==> config.mk <==
export PLATFORM = sky130hd
export DESIGN_NAME = keyword_occurrence_counter
export DESIGN_NICKNAME = d
export VERILOG_FILES = /design/src/hw/rtl/koc_pkg.sv /design/src/hw/rtl/koc_ram.sv /design/src/hw/rtl/koc_slot.sv /design/src/hw/rtl/keyword_occurrence_counter.sv
export VERILOG_INCLUDE_DIRS = /design/src /design/src/hw/rtl
export SDC_FILE = /design/constraint.sdc
export NUM_CORES = 2
export LEC_CHECK = 0
export BUFFER_PORTS_ARGS = -buffer_cell sky130_fd_sc_hd__buf_2
export CAP_MARGIN = 10
export CELL_PAD_IN_SITES_DETAIL_PLACEMENT = 2
export CELL_PAD_IN_SITES_GLOBAL_PLACEMENT = 2
export CORE_MARGIN = 1.5
export CORE_UTILIZATION = 44
export DETAILED_ROUTE_END_ITERATION = 8
export GPL_TIMING_DRIVEN = 0
export PLACE_DENSITY_LB_ADDON = 0.1
export SLEW_MARGIN = 20
export SYNTH_ARGS = -nofsm -noshare
export SYNTH_HDL_FRONTEND = slang
export SYNTH_SLANG_ARGS = --single-unit
==> constraint.sdc <==
create_clock -name clk_i -period 7.32 [get_ports clk_i]
set_clock_uncertainty 0.05 [all_clocks]
set_input_delay 0 -clock clk_i [delete_from_list [all_inputs] [get_ports clk_i]]
set_output_delay 0 -clock clk_i [all_outputs]
set_load 0.05 [all_outputs]
==> src/hw/rtl/keyword_occurrence_counter_defines.svh <==
// Assertion macros shared by the keyword occurrence counter RTL.
// Depends on clk_i and rst_ni being visible at the point of use.
`ifndef KEYWORD_OCCURRENCE_COUNTER_DEFINES_SVH
`define KEYWORD_OCCURRENCE_COUNTER_DEFINES_SVH

// Same-cycle implication, checked outside reset.
`define KOC_ASSERT_NOW(lbl, ante, cons, msg) \
  lbl: assert property (@(posedge clk_i) disable iff (!rst_ni) (ante) |-> (cons)) \
    else $error(msg);

// Next-cycle implication, checked outside reset.
`define KOC_ASSERT_NEXT(lbl, ante, cons, msg) \
  lbl: assert property (@(posedge clk_i) disable iff (!rst_ni) (ante) |=> (cons)) \
    else $error(msg);

`endif

==> src/hw/rtl/koc_pkg.sv <==
// Package for the keyword occurrence counter: request types, command codes,
// delimiter characters and default sizes. No dependencies.
package koc_pkg;

  localparam int unsigned NumKeywordsDef = 16;
  localparam int unsigned MaxWordLenDef  = 16;
  localparam int unsigned CountWidthDef  = 32;

  localparam logic [7:0] CHAR_SPACE  = 8'd32;
  localparam logic [7:0] CHAR_PERIOD = 8'd46;
  localparam logic [7:0] CHAR_LF     = 8'd10;

  typedef enum logic [1:0] {
    CMD_TEXT       = 2'd0,
    CMD_WRITE_CHAR = 2'd1,
    CMD_SET_LEN    = 2'd2,
    CMD_READ       = 2'd3
  } cmd_e;

  typedef struct packed {
    cmd_e       command;
    logic [7:0] text_char;
    logic [3:0] slot;
    logic [3:0] char_position;
    logic [4:0] keyword_length;
  } in_req_t;

  typedef struct packed {
    logic [31:0] count;
    logic        word_matched;
    logic [3:0]  matched_slot;
    logic        word_too_long;
  } out_req_t;

  // Per-cycle controls broadcast from the top level to every slot.
  typedef struct packed {
    logic       char_step;
    logic       word_clear;
    logic       kw_write;
    logic       len_write;
    logic [7:0] ch;
  } slot_ctrl_t;

  function automatic logic is_delim(logic [7:0] c);
    return (c == CHAR_SPACE) || (c == CHAR_PERIOD) || (c == CHAR_LF);
  endfunction

endpackage

==> src/hw/rtl/koc_ram.sv <==
// Generic single-port-write, single-port-read RAM with registered read data.
// No dependencies.
module koc_ram #(
  parameter int unsigned Width = 8,
  parameter int unsigned Depth = 16,
  localparam int unsigned AddrW = (Depth > 1) ? $clog2(Depth) : 1
) (
  input  logic             clk_i,
  input  logic             we_i,
  input  logic [AddrW-1:0] waddr_i,
  input  logic [Width-1:0] wdata_i,
  input  logic [AddrW-1:0] raddr_i,
  output logic [Width-1:0] rdata_o
);

  logic [Width-1:0] mem [Depth];
  logic [Width-1:0] rdata_q;

  always_ff @(posedge clk_i) begin
    if (we_i) begin
      mem[waddr_i] <= wdata_i;
    end
    rdata_q <= mem[raddr_i];
  end

  assign rdata_o = rdata_q;

endmodule

==> src/hw/rtl/koc_slot.sv <==
// One keyword slot: keyword byte RAM, length, still-matching flag and count.
// Depends on koc_pkg and koc_ram.
module koc_slot #(
  parameter int unsigned MaxWordLen = koc_pkg::MaxWordLenDef,
  parameter int unsigned CountWidth = koc_pkg::CountWidthDef,
  localparam int unsigned AW = (MaxWordLen > 1) ? $clog2(MaxWordLen) : 1,
  localparam int unsigned LW = $clog2(MaxWordLen + 1)
) (
  input  logic                   clk_i,
  input  logic                   rst_ni,
  input  koc_pkg::slot_ctrl_t    ctrl_i,
  input  logic                   sel_i,
  input  logic                   incr_i,
  input  logic [AW-1:0]          raddr_i,
  input  logic [AW-1:0]          waddr_i,
  input  logic [LW-1:0]          new_len_i,
  input  logic [LW-1:0]          cur_len_i,
  output logic                   hit_o,
  output logic [CountWidth-1:0]  count_o
);

  logic                  we;
  logic [7:0]            rdata;
  logic [7:0]            kchar;
  logic                  byp_d, byp_q;
  logic [7:0]            byp_data_q;
  logic                  match_d, match_q;
  logic [LW-1:0]         len_d, len_q;
  logic [CountWidth-1:0] cnt_d, cnt_q;

  assign we = ctrl_i.kw_write & sel_i;

  koc_ram #(
    .Width(8),
    .Depth(MaxWordLen)
  ) u_chars (
    .clk_i  (clk_i),
    .we_i   (we),
    .waddr_i(waddr_i),
    .wdata_i(ctrl_i.ch),
    .raddr_i(raddr_i),
    .rdata_o(rdata)
  );

  // A write landing on the address being prefetched is forwarded.
  assign byp_d = we && (waddr_i == raddr_i);
  assign kchar = byp_q ? byp_data_q : rdata;

  always_comb begin
    match_d = match_q;
    if (ctrl_i.word_clear) begin
      match_d = 1'b1;
    end else if (ctrl_i.char_step && (kchar != ctrl_i.ch)) begin
      match_d = 1'b0;
    end
  end

  always_comb begin
    len_d = len_q;
    cnt_d = cnt_q;
    if (ctrl_i.len_write && sel_i) begin
      len_d = new_len_i;
      cnt_d = '0;
    end else if (incr_i && (cnt_q != {CountWidth{1'b1}})) begin
      cnt_d = cnt_q + CountWidth'(1);
    end
  end

  always_ff @(posedge clk_i or negedge rst_ni) begin
    if (!rst_ni) begin
      byp_q   <= 1'b0;
      match_q <= 1'b1;
      len_q   <= '0;
      cnt_q   <= '0;
    end else begin
      byp_q   <= byp_d;
      match_q <= match_d;
      len_q   <= len_d;
      cnt_q   <= cnt_d;
    end
  end

  always_ff @(posedge clk_i) begin
    byp_data_q <= ctrl_i.ch;
  end

  assign hit_o   = (len_q != '0) && (len_q == cur_len_i) && match_q;
  assign count_o = cnt_q;

endmodule

==> src/hw/rtl/keyword_occurrence_counter.sv <==
// Top level of the keyword occurrence counter.
// Depends on koc_pkg, koc_slot, koc_ram and keyword_occurrence_counter_defines.svh.
//
// Usage: requests enter on in_req_i with in_valid_i/in_ready_o and each one
// produces exactly one result on out_req_o with out_valid_o/out_ready_i.
// A request is a text byte, a keyword byte write, a keyword length write
// (which also clears that slot's count) or a count read. Text bytes build
// words that end on space, period or line end; a finished word bumps the
// saturating count of the lowest slot whose keyword equals it.
//
// Throughput is one request per cycle while the receiver keeps up: an input
// register feeds one stage of logic that compares the byte against all slots
// in parallel, and the result is captured in an output register, which
// raises out_valid_o. Each slot's keyword RAM is read ahead at the next word
// position, so its registered data is ready for the next text byte.
// When the receiver stalls, the output register holds its result and the
// input register still takes one more request; after that in_ready_o drops.
// Reset clears lengths (all slots unused), counts, the word in progress and
// both registers' valid flags. Keyword bytes are not cleared and must be
// written before a slot is given a length; there is no clearing pass.
module keyword_occurrence_counter #(
  parameter int unsigned NumKeywords = koc_pkg::NumKeywordsDef,
  parameter int unsigned MaxWordLen  = koc_pkg::MaxWordLenDef,
  parameter int unsigned CountWidth  = koc_pkg::CountWidthDef
) (
  input  logic              clk_i,
  input  logic              rst_ni,
  input  logic              in_valid_i,
  output logic              in_ready_o,
  input  koc_pkg::in_req_t  in_req_i,
  output logic              out_valid_o,
  input  logic              out_ready_i,
  output koc_pkg::out_req_t out_req_o
);

`include "keyword_occurrence_counter_defines.svh"

  localparam int unsigned AW   = (MaxWordLen > 1) ? $clog2(MaxWordLen) : 1;
  localparam int unsigned LW   = $clog2(MaxWordLen + 1);
  localparam int unsigned SW   = (NumKeywords > 1) ? $clog2(NumKeywords) : 1;
  localparam int unsigned CmpW = 8;

  // Input register.
  logic             in_valid_q;
  koc_pkg::in_req_t in_q;
  // Output register.
  logic              out_valid_q;
  koc_pkg::out_req_t out_q, out_d;
  // Word in progress.
  logic [LW-1:0] cur_len_d, cur_len_q;
  logic          ovf_d, ovf_q;

  logic fire;
  logic is_text, delim, slot_ok, pos_ok;
  logic word_end, end_eval, end_long, at_limit;
  logic [LW-1:0] new_len;
  logic [AW-1:0] raddr, waddr;
  koc_pkg::slot_ctrl_t ctrl;

  logic [NumKeywords-1:0] hit, first_hit, sel;
  logic [CountWidth-1:0]  counts [NumKeywords];
  logic [CountWidth-1:0]  cnt_sel;
  logic [SW-1:0]          hit_idx;
  logic                   res_mixed;

  // The stored request is processed whenever the output register is free
  // or is being emptied in this cycle.
  assign fire       = in_valid_q && (!out_valid_q || out_ready_i);
  assign in_ready_o = !in_valid_q || fire;

  always_ff @(posedge clk_i or negedge rst_ni) begin
    if (!rst_ni) begin
      in_valid_q  <= 1'b0;
      out_valid_q <= 1'b0;
      cur_len_q   <= '0;
      ovf_q       <= 1'b0;
    end else begin
      if (in_ready_o) begin
        in_valid_q <= in_valid_i;
      end
      if (fire) begin
        out_valid_q <= 1'b1;
      end else if (out_ready_i) begin
        out_valid_q <= 1'b0;
      end
      cur_len_q <= cur_len_d;
      ovf_q     <= ovf_d;
    end
  end

  always_ff @(posedge clk_i) begin
    if (in_valid_i && in_ready_o) begin
      in_q <= in_req_i;
    end
    if (fire) begin
      out_q <= out_d;
    end
  end

  // Decode of the stored request.
  assign is_text  = (in_q.command == koc_pkg::CMD_TEXT);
  assign delim    = koc_pkg::is_delim(in_q.text_char);
  assign slot_ok  = CmpW'(in_q.slot) < CmpW'(NumKeywords);
  assign pos_ok   = CmpW'(in_q.char_position) < CmpW'(MaxWordLen);
  assign at_limit = CmpW'(cur_len_q) >= CmpW'(MaxWordLen);
  assign word_end = fire && is_text && delim && (cur_len_q != '0);
  assign end_eval = word_end && !ovf_q;
  assign end_long = word_end && ovf_q;

  // Lengths beyond the maximum saturate.
  assign new_len = (CmpW'(in_q.keyword_length) > CmpW'(MaxWordLen)) ?
                   LW'(MaxWordLen) : LW'(in_q.keyword_length);

  always_comb begin
    cur_len_d = cur_len_q;
    ovf_d     = ovf_q;
    if (fire && is_text) begin
      if (delim) begin
        cur_len_d = '0;
        ovf_d     = 1'b0;
      end else if (at_limit) begin
        ovf_d = 1'b1;
      end else begin
        cur_len_d = cur_len_q + LW'(1);
      end
    end
  end

  // Keyword RAMs are read at the position the next text byte will compare.
  assign raddr = AW'(cur_len_d);
  assign waddr = AW'(in_q.char_position);

  assign ctrl.char_step  = fire && is_text && !delim && !at_limit;
  assign ctrl.word_clear = fire && is_text && delim;
  assign ctrl.kw_write   = fire && (in_q.command == koc_pkg::CMD_WRITE_CHAR) && pos_ok;
  assign ctrl.len_write  = fire && (in_q.command == koc_pkg::CMD_SET_LEN);
  assign ctrl.ch         = in_q.text_char;

  for (genvar s = 0; s < NumKeywords; s++) begin : g_slot
    assign sel[s] = slot_ok && (CmpW'(in_q.slot) == CmpW'(s));

    koc_slot #(
      .MaxWordLen(MaxWordLen),
      .CountWidth(CountWidth)
    ) u_slot (
      .clk_i    (clk_i),
      .rst_ni   (rst_ni),
      .ctrl_i   (ctrl),
      .sel_i    (sel[s]),
      .incr_i   (end_eval && first_hit[s]),
      .raddr_i  (raddr),
      .waddr_i  (waddr),
      .new_len_i(new_len),
      .cur_len_i(cur_len_q),
      .hit_o    (hit[s]),
      .count_o  (counts[s])
    );
  end

  // Lowest matching slot wins when keywords are duplicated.
  assign first_hit = hit & (~hit + NumKeywords'(1));

  always_comb begin
    hit_idx = '0;
    for (int unsigned i = 0; i < NumKeywords; i++) begin
      if (first_hit[i]) begin
        hit_idx = hit_idx | SW'(i);
      end
    end
  end

  assign cnt_sel = counts[SW'(in_q.slot)];

  always_comb begin
    out_d               = '0;
    out_d.word_too_long = end_long;
    if (end_eval && (hit != '0)) begin
      out_d.word_matched = 1'b1;
      out_d.matched_slot = 4'(hit_idx);
    end
    if ((in_q.command == koc_pkg::CMD_READ) && slot_ok) begin
      out_d.count = 32'(cnt_sel);
    end
  end

  assign out_valid_o = out_valid_q;
  assign out_req_o   = out_q;

  // A matching result carries no count and no over-long flag.
  assign res_mixed = (out_req_o.count != '0) || out_req_o.word_too_long;

  `KOC_ASSERT_NEXT(a_word_restart, ctrl.word_clear, (cur_len_q == '0) && !ovf_q, "no restart")
  `KOC_ASSERT_NOW(a_ovf_at_limit, ovf_q, CmpW'(cur_len_q) == CmpW'(MaxWordLen), "early overflow")
  `KOC_ASSERT_NOW(a_single_winner, 1'b1, $onehot0(first_hit), "more than one slot counted")
  `KOC_ASSERT_NOW(a_result_exclusive, out_valid_o && out_req_o.word_matched, !res_mixed, "mixed")

endmodule

==> metrics.csv <==
metric;value;unit
status;complete, but fails checks;
violations;negative setup slack;
cp_data_required_time;7.98;ns
grt_pass1_wl;902000;um
setup_ws;-0.158;ns
num-fill-cells;27600;
post-cts-setup-buffer-count;0;
start_util;0.442;
antenna_found_initial;98;
path_max_fanout;20;
end_kind;flop;
pwr-share-comb;0.331;
powerDensity;361;mW/mm^2
p_clk_frac;0.317;
fin_area;0.146;sq mm
path_clk_slew;0.06;ns
row_count;196;
gr-usage-met3;0.145;
drive_above_1_share;0.114;
routed_wirelength;670000;um
avgSynthCellArea;11.7;sq um
yosysWarningCount;0;
cts.sinks;2877;
grt_overflow;0;
hold_violations;0;
ir_drop;316;uV
slew_viol_final;0;
post_drt_wl_per_cell;43.1;um
drv_cap;0;
setup_viol;13;
vias_per_cell;6.70;
yosys_register_bits;2877;
dieHeight;538;um
place_inst;14800;
htree_levels;5;
final_cells;15500;
power.internal;30.9;mW
synth.cell_area;0.126;sq mm
timing.fmax;134;MHz
dp_slack;0.161;ns
grt_max_degree;83;
synth_edf_count;2109;
critical_path.top_delay_family;buffers and inverters;
worstSetupPathType;reg -> reg;
holdCritPathClass;in -> async;
die-width;538;um
synthArstFlopShare;0.220;
rsz0062_at_grt;no;
num_io_pins;67;
relSlewSlack;0.0651;
worst_pin_slew;1.40;ns
area_growth_syn_to_layout;15.9;%
yosys-top-cells-area;edfxtp_1, dfrtp_1, nand2_1;
tns;-0.880;ns
power.switching;21.8;mW
syn_nets;10800;
slowest_delay;0.87;ns
post-route-util;0.513;
timing.final.crit_share;1.02;
die-area;0.289;sq mm
ant_nets;0;
dp_hpwl;493000;um
grt_util_all_layers;0.458;
cts_made_buffers;322;
port_buffers;66;
sw_frac_of_total;0.414;
drt_iter0_markers;13500;
seq_power_share;0.351;
vias;104000;
cts_tree;yes;
synth-main-ff-cell;edfxtp_1;
drc_errors;0;
clock_latency;1.00;ns
top_usage_layer;met2;
p_leak;52.6;nW
cp-start-kind;flop;
cp_slowest_cell;a32oi_1;
core_area;0.285;sq mm
syn_inst;10800;
cp_cell_sequence;buf_8, buf_16, buf_8, buf_4, or4_1, buf_2, a2111oi_4, nand2_1, a32oi_1, inv_1, nor2_2, clkbuf_2, buf_16, buf_2, nand3_1, nand3_1, o22ai_1;
grtUsageMet2;0.702;
path_buf_inv;9;
first_pass_iters;7;
ys_top_cells_by_count;nand2_1, edfxtp_1, nand3_1, nor2_1, dfrtp_1;
holdWs;0.0790;ns
dpl_cell_area;0.135;sq mm
grt_pass1_vias;108000;
cts-root-buf;clkbuf_16;
clockBufferDepth;4;
arrival;8.13;ns
globalplace.congestion;1.01;
yosys.area.top_type;edfxtp_1;
nNetsFinal;11500;
synth_most_common_cell;nand2_1;
ys_seq_area_frac;0.651;
synth_top_cell_area_share;0.503;
ys_types;85;
total_power;52.7;mW
finalCriticalPeriod;7.48;ns
use_met1;0.525;
==> state kept, by name, summed over array words and instances, names as in the netlist, 11 cells and up <==
register,cells
out_req_o,38
g_slot.u_slot.count_o,512
in_q,11
g_slot.u_slot.u_chars.rdata_o,128
g_slot.u_slot.match_q,16
g_slot.u_slot.u_chars.mem,2048
g_slot.u_slot.byp_q,16
g_slot.u_slot.len_q,80
==> worst min-delay path, delay by kind of cell <==
kind	cells	cell delay (ns)
buf+inv	4	1.45
==> repair_timing <==
action | 4_1_cts | 5_1_grt
gates resized for setup | 0 | 8
setup endpoints to repair | 0 | 24
hold buffers | 53 | 0
hold endpoints to repair | 372 | 0
==> power groups by stage <==
stage               Clock [mW]  Combinational [mW]  Sequential [mW]
floorplan                    0                6.51             18.7
global placement             0                14.4             19.2
detailed placement           0                15.8             18.8
CTS                       16.6                16.1             18.5
global route              17.2                17.0             18.5
finish                    16.7                17.5             18.5
==> cells in the final DEF (no fill, tap or decap), types with 24 or more instances in the layout <==
| master | Yosys | layout |
|---|---|---|
| nand2_1 | 2141 | 2140 |
| edfxtp_1 | 2109 | 2109 |
| nand3_1 | 1147 | 1147 |
| nor2_1 | 946 | 825 |
| dfrtp_1 | 616 | 616 |
| clkbuf_1 | 474 | 463 |
| a21oi_1 | 353 | 353 |
| xor2_1 | 345 | 345 |
| clkbuf_16 | 0 | 324 |
| mux2i_1 | 270 | 270 |
| xnor2_1 | 254 | 254 |
| o21ai_0 | 246 | 246 |
| buf_2 | 120 | 210 |
| nand4_1 | 190 | 190 |
| nor3_1 | 187 | 183 |
| mux4_2 | 160 | 160 |
| dfxtp_1 | 136 | 136 |
| and3_1 | 128 | 128 |
| buf_8 | 0 | 114 |
| nor2_2 | 2 | 111 |
| o22ai_1 | 103 | 103 |
| diode_2 | 0 | 100 |
| clkbuf_2 | 0 | 99 |
| nor4_1 | 90 | 87 |
| or3_1 | 78 | 78 |
| and4_1 | 66 | 66 |
| inv_1 | 57 | 57 |
| dlygate4sd3_1 | 0 | 52 |
| buf_1 | 71 | 50 |
| clkinv_2 | 0 | 50 |
| and2_1 | 46 | 44 |
| buf_16 | 0 | 43 |
| clkinv_1 | 0 | 39 |
| a32oi_1 | 32 | 32 |
| a211oi_1 | 31 | 30 |
| o221ai_1 | 28 | 28 |
| or4_1 | 27 | 27 |
| clkbuf_8 | 0 | 26 |
| nand2b_1 | 24 | 24 |
| bufinv_16 | 0 | 24 |
==> final cells by class <==
| cell class | instances | area (sq um) | share of cell area |
|---|---|---|---|
| Clock inverter | 145 | 1560 | 0.0107 |
| Tap cell | 3762 | 4710 | 0.0323 |
| Timing Repair Buffer | 310 | 4140 | 0.0284 |
| Inverter | 60 | 225 | 0.00154 |
| Sequential cell | 2877 | 81900 | 0.561 |
| Clock buffer | 436 | 8790 | 0.0602 |
| Buffer | 671 | 2840 | 0.0195 |
| Multi-Input combinational cell | 7183 | 41500 | 0.284 |
| Antenna cell | 100 | 250 | 0.00171 |
==> worst paths after layout <==
path / startpoint / endpoint / slack (ns) / depth (start not counted)
max: ctrl[0]$_DFFE_PP_ / g_slot[8].u_slot.u_chars.rdata_o[6]$_DFF_P_ / -0.16 / 17
min: rst_ni / g_slot[0].u_slot.count_o[6]$_DFFE_PN0P_ / 0.08 / 4
max reg2reg: ctrl[0]$_DFFE_PP_ / g_slot[8].u_slot.u_chars.rdata_o[6]$_DFF_P_ / -0.16 / 17
min reg2reg: g_slot[12].u_slot.match_q$_DFFE_PN1P_ / g_slot[12].u_slot.match_q$_DFFE_PN1P_ / 0.45 / 2
max in group asynchronous: rst_ni / g_slot[13].u_slot.len_q[4]$_DFFE_PN0P_ / 4.65 / 9
min in group clk_i: out_ready_i / out_valid_o$_DFFE_PN0P_ / 0.19 / 4
==> layer usage <==
| layer | vias up | part of all wire |
|---|---|---|
| li1 | 40400 | - |
| met1 | 53800 | 0.34 |
| met2 | 7437 | 0.45 |
| met3 | 2406 | 0.11 |
| met4 | 38 | 0.10 |
| met5 | - | 0.00040 |
==> logic make-up (layout without fill, tap and decap cells) <==
family	after synthesis	count (layout)	synth area share
muxes	430	430	0.0501
other	0	100	0
adders and majority gates	18	18	0.00179
buffers and inverters	731	1622	0.0232
DFF	2877	2877	0.651
and+or+nand+nor	5148	5148	0.184
AOI/OAI and AO/OA	988	988	0.0481
xor gates and xnor gates	599	599	0.0417
(Power assumes the default switching activity.)
